### src/quaternion_to_scaled_rotation_assert.svh
// Assertion macros for the quaternion to scaled rotation block.
// Used by the top level only; they vanish when SYNTHESIS is defined.
`ifndef QUATERNION_TO_SCALED_ROTATION_ASSERT_SVH
`define QUATERNION_TO_SCALED_ROTATION_ASSERT_SVH
`ifndef SYNTHESIS
// Same-cycle implication, disabled while reset is asserted.
`define Q2R_ASSERT_NOW(lbl, clk, rstn, ante, cons) \
    lbl: assert property (@(posedge clk) disable iff (!rstn) (ante) |-> (cons)) \
        else $error("q2r assertion failed");
// Next-cycle implication, disabled while reset is asserted.
`define Q2R_ASSERT_NEXT(lbl, clk, rstn, ante, cons) \
    lbl: assert property (@(posedge clk) disable iff (!rstn) (ante) |=> (cons)) \
        else $error("q2r assertion failed");
`else
`define Q2R_ASSERT_NOW(lbl, clk, rstn, ante, cons)
`define Q2R_ASSERT_NEXT(lbl, clk, rstn, ante, cons)
`endif
`endif

### src/q2r_pkg.sv
// Package for the quaternion to scaled rotation block: request types,
// the buses that run along the cell chains, constants and rounding helpers.
// Depends on nothing.
package q2r_pkg;

    localparam int unsigned SQ_STEPS  = 32;
    localparam int unsigned DIV_STEPS = 31;
    localparam int unsigned LANES     = 3;

    localparam logic [63:0] ONE_Q60   = 64'h1000_0000_0000_0000;
    localparam logic [63:0] SMALL_Q60 = 64'h0000_001A_C000_0000;
    localparam logic signed [31:0] ONE_Q16  = 32'sh0001_0000;
    localparam logic signed [32:0] CLAMP_HI = 33'sh0_8000_0000;
    localparam logic signed [32:0] CLAMP_LO = 33'sh1_8000_0000;
    localparam logic [30:0] QUO_MAX = 31'h4000_0000;

    typedef struct packed {
        logic signed [31:0] quat_b;
        logic signed [31:0] quat_c;
        logic signed [31:0] quat_d;
        logic signed [31:0] spacing_x;
        logic signed [31:0] spacing_y;
        logic signed [31:0] spacing_z;
        logic               left_handed;
        logic signed [31:0] shift_x;
        logic signed [31:0] shift_y;
        logic signed [31:0] shift_z;
    } t_in_req;

    typedef struct packed {
        logic signed [31:0] m00;
        logic signed [31:0] m01;
        logic signed [31:0] m02;
        logic signed [31:0] m10;
        logic signed [31:0] m11;
        logic signed [31:0] m12;
        logic signed [31:0] m20;
        logic signed [31:0] m21;
        logic signed [31:0] m22;
        logic signed [31:0] t0;
        logic signed [31:0] t1;
        logic signed [31:0] t2;
    } t_out_rsp;

    // Data that rides along with a request through the chains.
    typedef struct packed {
        logic signed [31:0] b;
        logic signed [31:0] c;
        logic signed [31:0] d;
        logic               norm;
        logic signed [31:0] xs;
        logic signed [31:0] ys;
        logic signed [31:0] zs;
        logic signed [31:0] tx;
        logic signed [31:0] ty;
        logic signed [31:0] tz;
    } t_side;

    // Control of one chain cell: the enable shared by every cell, and its own valid.
    typedef struct packed {
        logic en;
        logic valid;
    } t_cell_ctl;

    // Square root chain: partial remainder, partial root, operand bits left.
    typedef struct packed {
        logic [33:0] rem;
        logic [31:0] root;
        logic [63:0] opnd;
        t_side       side;
    } t_sq_bus;

    // Division chain: three lanes sharing one divisor (the root).
    typedef struct packed {
        logic [LANES-1:0][32:0] rem;
        logic [LANES-1:0][30:0] num;
        logic [LANES-1:0][30:0] quo;
        logic [31:0]            root;
        t_side                  side;
    } t_dv_bus;

    // Arithmetic shift right by 30, rounding to nearest, ties away from zero.
    function automatic logic signed [63:0] rshr30(input logic signed [63:0] v);
        logic [63:0] mag;
        logic [63:0] rnd;
        mag = v[63] ? (64'd0 - v) : v;
        rnd = (mag + 64'h0000_0000_2000_0000) >> 30;
        return v[63] ? -$signed(rnd) : $signed(rnd);
    endfunction

    // Clamp to plus or minus 2^31.
    function automatic logic signed [32:0] clamp33(input logic signed [63:0] v);
        logic signed [32:0] r;
        if (v > 64'(CLAMP_HI)) begin
            r = CLAMP_HI;
        end else if (v < 64'(CLAMP_LO)) begin
            r = CLAMP_LO;
        end else begin
            r = v[32:0];
        end
        return r;
    endfunction

    // Saturate to the int32 range.
    function automatic logic signed [31:0] sat32(input logic signed [63:0] v);
        logic signed [31:0] r;
        if (v > 64'sh0000_0000_7FFF_FFFF) begin
            r = 32'sh7FFF_FFFF;
        end else if (v < -64'sh0000_0000_8000_0000) begin
            r = 32'sh8000_0000;
        end else begin
            r = v[31:0];
        end
        return r;
    endfunction

    // A spacing that is not positive reads as 1.0.
    function automatic logic signed [31:0] fix_spacing(input logic signed [31:0] v);
        return (v > 32'sd0) ? v : ONE_Q16;
    endfunction

endpackage

### src/q2r_div_cell.sv
// One cell of the restoring division chain: one quotient bit for each of
// three lanes that share a divisor. Depends on q2r_pkg.
module q2r_div_cell import q2r_pkg::*; (
    input  logic      i_clk,
    input  logic      i_rst_n,
    input  t_cell_ctl i_ctl,
    input  t_dv_bus   i_bus,
    output logic      o_valid,
    output t_dv_bus   o_bus
);

    logic [LANES-1:0][32:0] w_rem2;
    t_dv_bus                n_bus;
    t_dv_bus                r_bus;
    logic                   r_valid;

    // Shift in the next numerator bit and subtract the divisor if it fits.
    always_comb begin
        n_bus = i_bus;
        for (int k = 0; k < LANES; k++) begin
            w_rem2[k] = {i_bus.rem[k][31:0], i_bus.num[k][30]};
            if (w_rem2[k] >= {1'b0, i_bus.root}) begin
                n_bus.rem[k] = w_rem2[k] - {1'b0, i_bus.root};
                n_bus.quo[k] = {i_bus.quo[k][29:0], 1'b1};
            end else begin
                n_bus.rem[k] = w_rem2[k];
                n_bus.quo[k] = {i_bus.quo[k][29:0], 1'b0};
            end
            n_bus.num[k] = {i_bus.num[k][29:0], 1'b0};
        end
    end

    always_ff @(posedge i_clk) begin
        if (!i_rst_n) begin
            r_valid <= 1'b0;
        end else if (i_ctl.en) begin
            r_valid <= i_ctl.valid;
        end
    end

    always_ff @(posedge i_clk) begin
        if (i_ctl.en) begin
            r_bus <= n_bus;
        end
    end

    assign o_valid = r_valid;
    assign o_bus   = r_bus;

endmodule

### config.mk
export PLATFORM = sky130hd
export DESIGN_NAME = q2r_div_cell
export DESIGN_NICKNAME = d
export VERILOG_FILES = /design/src/quaternion_to_scaled_rotation_assert.svh /design/src/q2r_pkg.sv /design/src/q2r_div_cell.sv
export SDC_FILE = /design/constraint.sdc
export NUM_CORES = 1
export LEC_CHECK = 0
export BUFFER_PORTS_ARGS = -buffer_cell sky130_fd_sc_hd__buf_2
export CORE_AREA = 2 2 477 479
export CTS_BUF_LIST = sky130_fd_sc_hd__clkbuf_4
export DETAILED_ROUTE_END_ITERATION = 6
export DIE_AREA = 0 0 479 481
export GPL_ROUTABILITY_DRIVEN = 0
export PLACE_DENSITY = 0.35
export SYNTH_ARGS = -nofsm -noshare
export SYNTH_HDL_FRONTEND = slang
export SYNTH_SLANG_ARGS = --single-unit
export TNS_END_PERCENT = 50
### constraint.sdc
create_clock -name i_clk -period 8.33 [get_ports i_clk]
set_clock_uncertainty 0.2 [all_clocks]
set_input_delay 1.666 -clock i_clk [delete_from_list [all_inputs] [get_ports i_clk]]
set_output_delay 1.666 -clock i_clk [all_outputs]
set_load 0.02 [all_outputs]
### Yosys cells after proc, flatten, opt, wreduce, memory -nomap -nowiden

Index checks and enable logic that the tools add are counted.

* word-level logic and storage cells: 33
* register bits: 604

* magnitude comparators: 3
* muxes and demuxes: 6
* add/subtract/negate cells: 3

Operator list (count)
* greater-or-equal comparator 33 x 32 -> 1 bit: 3
* two-way mux 33 bit: 3
* subtractor 33 x 32 -> 33 bit: 3
* two-way mux 1 bit: 3

### Longest topological paths before layout

* depth in word-level cells: 2
* depth in mapped cells: 14

### Worst setup path after synthesis

No wires, ideal clock.

* kind: input to register
* from: in i_bus[307] (netlist name)
* to: reg r_bus (netlist bit o_bus[532]) (data pin)
* slack: 3.785 ns
* required time: 7.870 ns
* stages on the path: 13
* arrival time: 4.085 ns
* buffers on the path: 2
* cells stage by stage: inv_1 -> ha_1 -> a21o_1 -> a21o_1 -> a2111oi_2 -> nor3_1 -> a31o_1 -> o21a_4 -> nor2_8 -> inv_2 -> buf_6 -> buf_6 -> mux2_4

RTL lines
* from (decl): line q2r_div_cell.sv:7 `input t_dv_bus i_bus,`
* to (signal assigned): line q2r_div_cell.sv:43 `r_bus <= n_bus;`
* to (decl): line q2r_div_cell.sv:14 `t_dv_bus r_bus;`

==> run_results.csv <==
group,metric,value,unit
finish,final_cells,6117,
finish,drive_above_1_share,52.1,%
detailed_routing,drt_first_pass_iters,5,
sta,min_period,5.09,ns
setup_path,critical_path_peak_fanout,32,
yosys,synthDistinctLibCells,80,
setup_path,path_buf_inv,3,
clock_tree,cts_setup_buffers,0,
sta,setup_tns,0,ns
detailed_routing,wl_per_cell,28.9,um
detailed_routing,via_count,20800,
clock_tree,clock_latency,1.14,ns
finish,nets,3642,
power_and_ir_drop,ir_drop,112,uV
detailed_routing,ant_nets,0,
detailed_routing,drt-total-wl,177,mm
clock_tree,cts_tree,"built",
yosys,ys_seq_elements,604,
die,dieArea,230000,sq um
sta,max_freq,197,MHz
detailed_routing,drt_iter0_drc,1182,
sta,finalSetupViolCount,0,
sta,hold_ws,0.327,ns
finish,multiInputGateArea,6490,sq um
sta,final_hold_viol_count,0,
sta,tightest_slew,1.19,ns
global_routing,antenna_found_initial,190,
yosys,synth_edf_count,603,
global_routing,grt_max_degree,147,
setup_path,worstSetupPathType,"primary input to flop",
sta,rsz0062_at_grt,"false",
setup_path,endpoint_kind,"flop",
setup_path,cp_data_required_time,8.98,ns
die,rows,175,
placed_design,place_inst,5751,
detailed_routing,drc,0,
flow_run,cap_violations,0,
sta,setup_ws,3.24,ns
run_status,status,"completed",
clock_tree,clk_pin_slew_worst_paths,0.06,ns
clock_tree,cts_resized,0,
clock_tree,cts_max_level,4,
yosys,synth-async-reset-ratio,0,%
clock_tree,cts_root_buffer,"clkbuf_4",
clock_tree,cts.sink_count,604,
global_routing,gr-usage-all-layers,14.7,%
die,die_w,479,um
setup_path,cp.depth,12,
finish,final_common_cell,"buf_2",
min_path,hold_depth,2,
yosys,syn_inst,1557,
global_routing,grt_pass1_wl,218,mm
yosys,ys_dominant_reg_cell,"edfxtp_1",
clock_tree,clock_path_buffers,3,
placed_design,portBuffers,1207,
setup_path,r2r_cells,2,
setup_path,max_stage_delay,0.80,ns
finish,final_cell_area,37300,sq um
setup_path,cp_top_family,"buffers and inverters",
sta,slew_violations,0,
clock_tree,postCtsHoldBufs,0,
placed_design,place_area,34800,sq um
sta,fin_crit_sh,61.1,%
setup_path,path_cells,"buf_2, inv_1, ha_1, nor2b_1, o31a_1, o21ai_1, o211ai_1, a311oi_2, nor3_1, a31oi_4, inv_2, mux2_2",
die,io_pins,1217,
detailed_routing,viasPerCell,3.40,
yosys,synth_seq_area_share,72.4,%
setup_path,worstPathArrival,5.74,ns
global_routing,grt_pass1_vias,20600,
finish,synthToLayoutAreaGrowth,48.8,%
die,core_area,226000,sq um
clock_tree,cts_buffers,189,
placed_design,dp_hpwl,149,mm
finish,fillers,25300,
min_path,min_path_type,"flop to flop",
power_and_ir_drop,power.leakage,15.4,nW
global_routing,gr-total-overflow,0,
die,start_util,11.1,%
die,fp.dieH,481,um
finish,regArea,18100,sq um
sta,max_slew_margin,20.4,%
yosys,netlist_area,25100,sq um
placed_design,place_ws,1.94,ns
yosys,ys_warn_count,0,
setup_path,cp_slowest_cell,"inv_2",
finish,most-common-layout-cells,"1206 x buf_2, 603 x edfxtp_1, 264 x clkbuf_4, 96 x ha_1, 93 x a21oi_1",
setup_path,startpoint_type,"primary input",
power_and_ir_drop,pwr_density_cell,232,nW/um^2
yosys,postSynthAreaPerCell,16.1,sq um
layer usage:
metal / track usage, % / vias to the layer above / part of all wire (%)
met3: 6.33 / 420 / 10
met1: 14.1 / 10200 / 32
li1: - / 8958 / -
met2: 27.8 / 1110 / 54
met5: 0 / - / 0.33
met4: 4.84 / 96 / 3.3
flip-flops by register name, indices dropped and copies added (netlist names):
signal,flops
o_bus,603
o_valid,1
path summary, 6_finish.rpt:
kind / start / end / slack (ns)
worst max-delay path: i_bus[290] / o_bus[576] / 3.24
worst min-delay path: o_valid / o_valid / 0.33
worst max register to register: o_valid / o_valid / 7.53
worst min register to register: o_valid / o_valid / 0.33
synth_stat cells (10+ instances only):
| cell type | instances | area share (%) |
|---|---|---|
| a21o_1 | 38 | 1.1 |
| a21oi_1 | 93 | 1.9 |
| a31oi_1 | 19 | 0.47 |
| and3_1 | 16 | 0.40 |
| clkbuf_1 | 23 | 0.34 |
| edfxtp_1 | 603 | 72 |
| ha_1 | 96 | 4.8 |
| inv_1 | 63 | 0.94 |
| mux2_2 | 45 | 2.0 |
| mux2_4 | 31 | 1.9 |
| nand2_1 | 74 | 1.1 |
| nand3_1 | 27 | 0.54 |
| nand4_1 | 10 | 0.25 |
| nor2_1 | 63 | 0.94 |
| nor2b_1 | 13 | 0.32 |
| nor3_1 | 25 | 0.50 |
| o21a_1 | 15 | 0.45 |
| o21ai_0 | 53 | 1.1 |
| o21bai_1 | 15 | 0.45 |
| xnor2_1 | 55 | 1.9 |
| xor2_1 | 24 | 0.84 |
where the power goes:
part	switching [W]	total (W)	internal (W)	leakage [nW]
registers	0.000103	0.00378	0.00368	5.91
clock network	0.00160	0.00309	0.00149	1.39
logic	0.00120	0.00177	0.000570	8.07
total	0.00290	0.00864	0.00574	15.4
layout make-up:
| cell class | instances | share of cell area, % |
|---|---|---|
| antenna | 37 | 0.248 |
| tap | 3009 | 10.1 |
| timing repair buffer | 1220 | 16.6 |
| inverter | 65 | 0.655 |
| multi-input combinational | 853 | 17.4 |
| clock inverter | 65 | 1.01 |
| sequential | 604 | 48.6 |
| clock buffer | 264 | 5.32 |
cell families after synthesis:
family                     Yosys count  synth area share (%)
xor gates and xnor gates            79                  2.76
DFF                                604                  72.4
adders and majority gates           99                  5.03
AOI/OAI and AO/OA                  317                  8.41
and+or+nand+nor                    265                  5.17
buffers and inverters              102                  1.78
other                                1                0.0150
muxes                               90                  4.47
worst min-delay path, stage by stage (launching register included):
cell	delay [ns]
dfxtp_1	0.32
mux2i_1	0.07
nor2b_1	0.10
stage by stage:
stage	total power (W)	utilization, %
after global placement	0.00567	15.4
after CTS	0.00890	16.5
final	0.00864	16.5
after floorplan	0.00469	-
after detailed placement	0.00566	15.4
after global routing	0.00911	16.5
(Power assumes the default switching activity.)
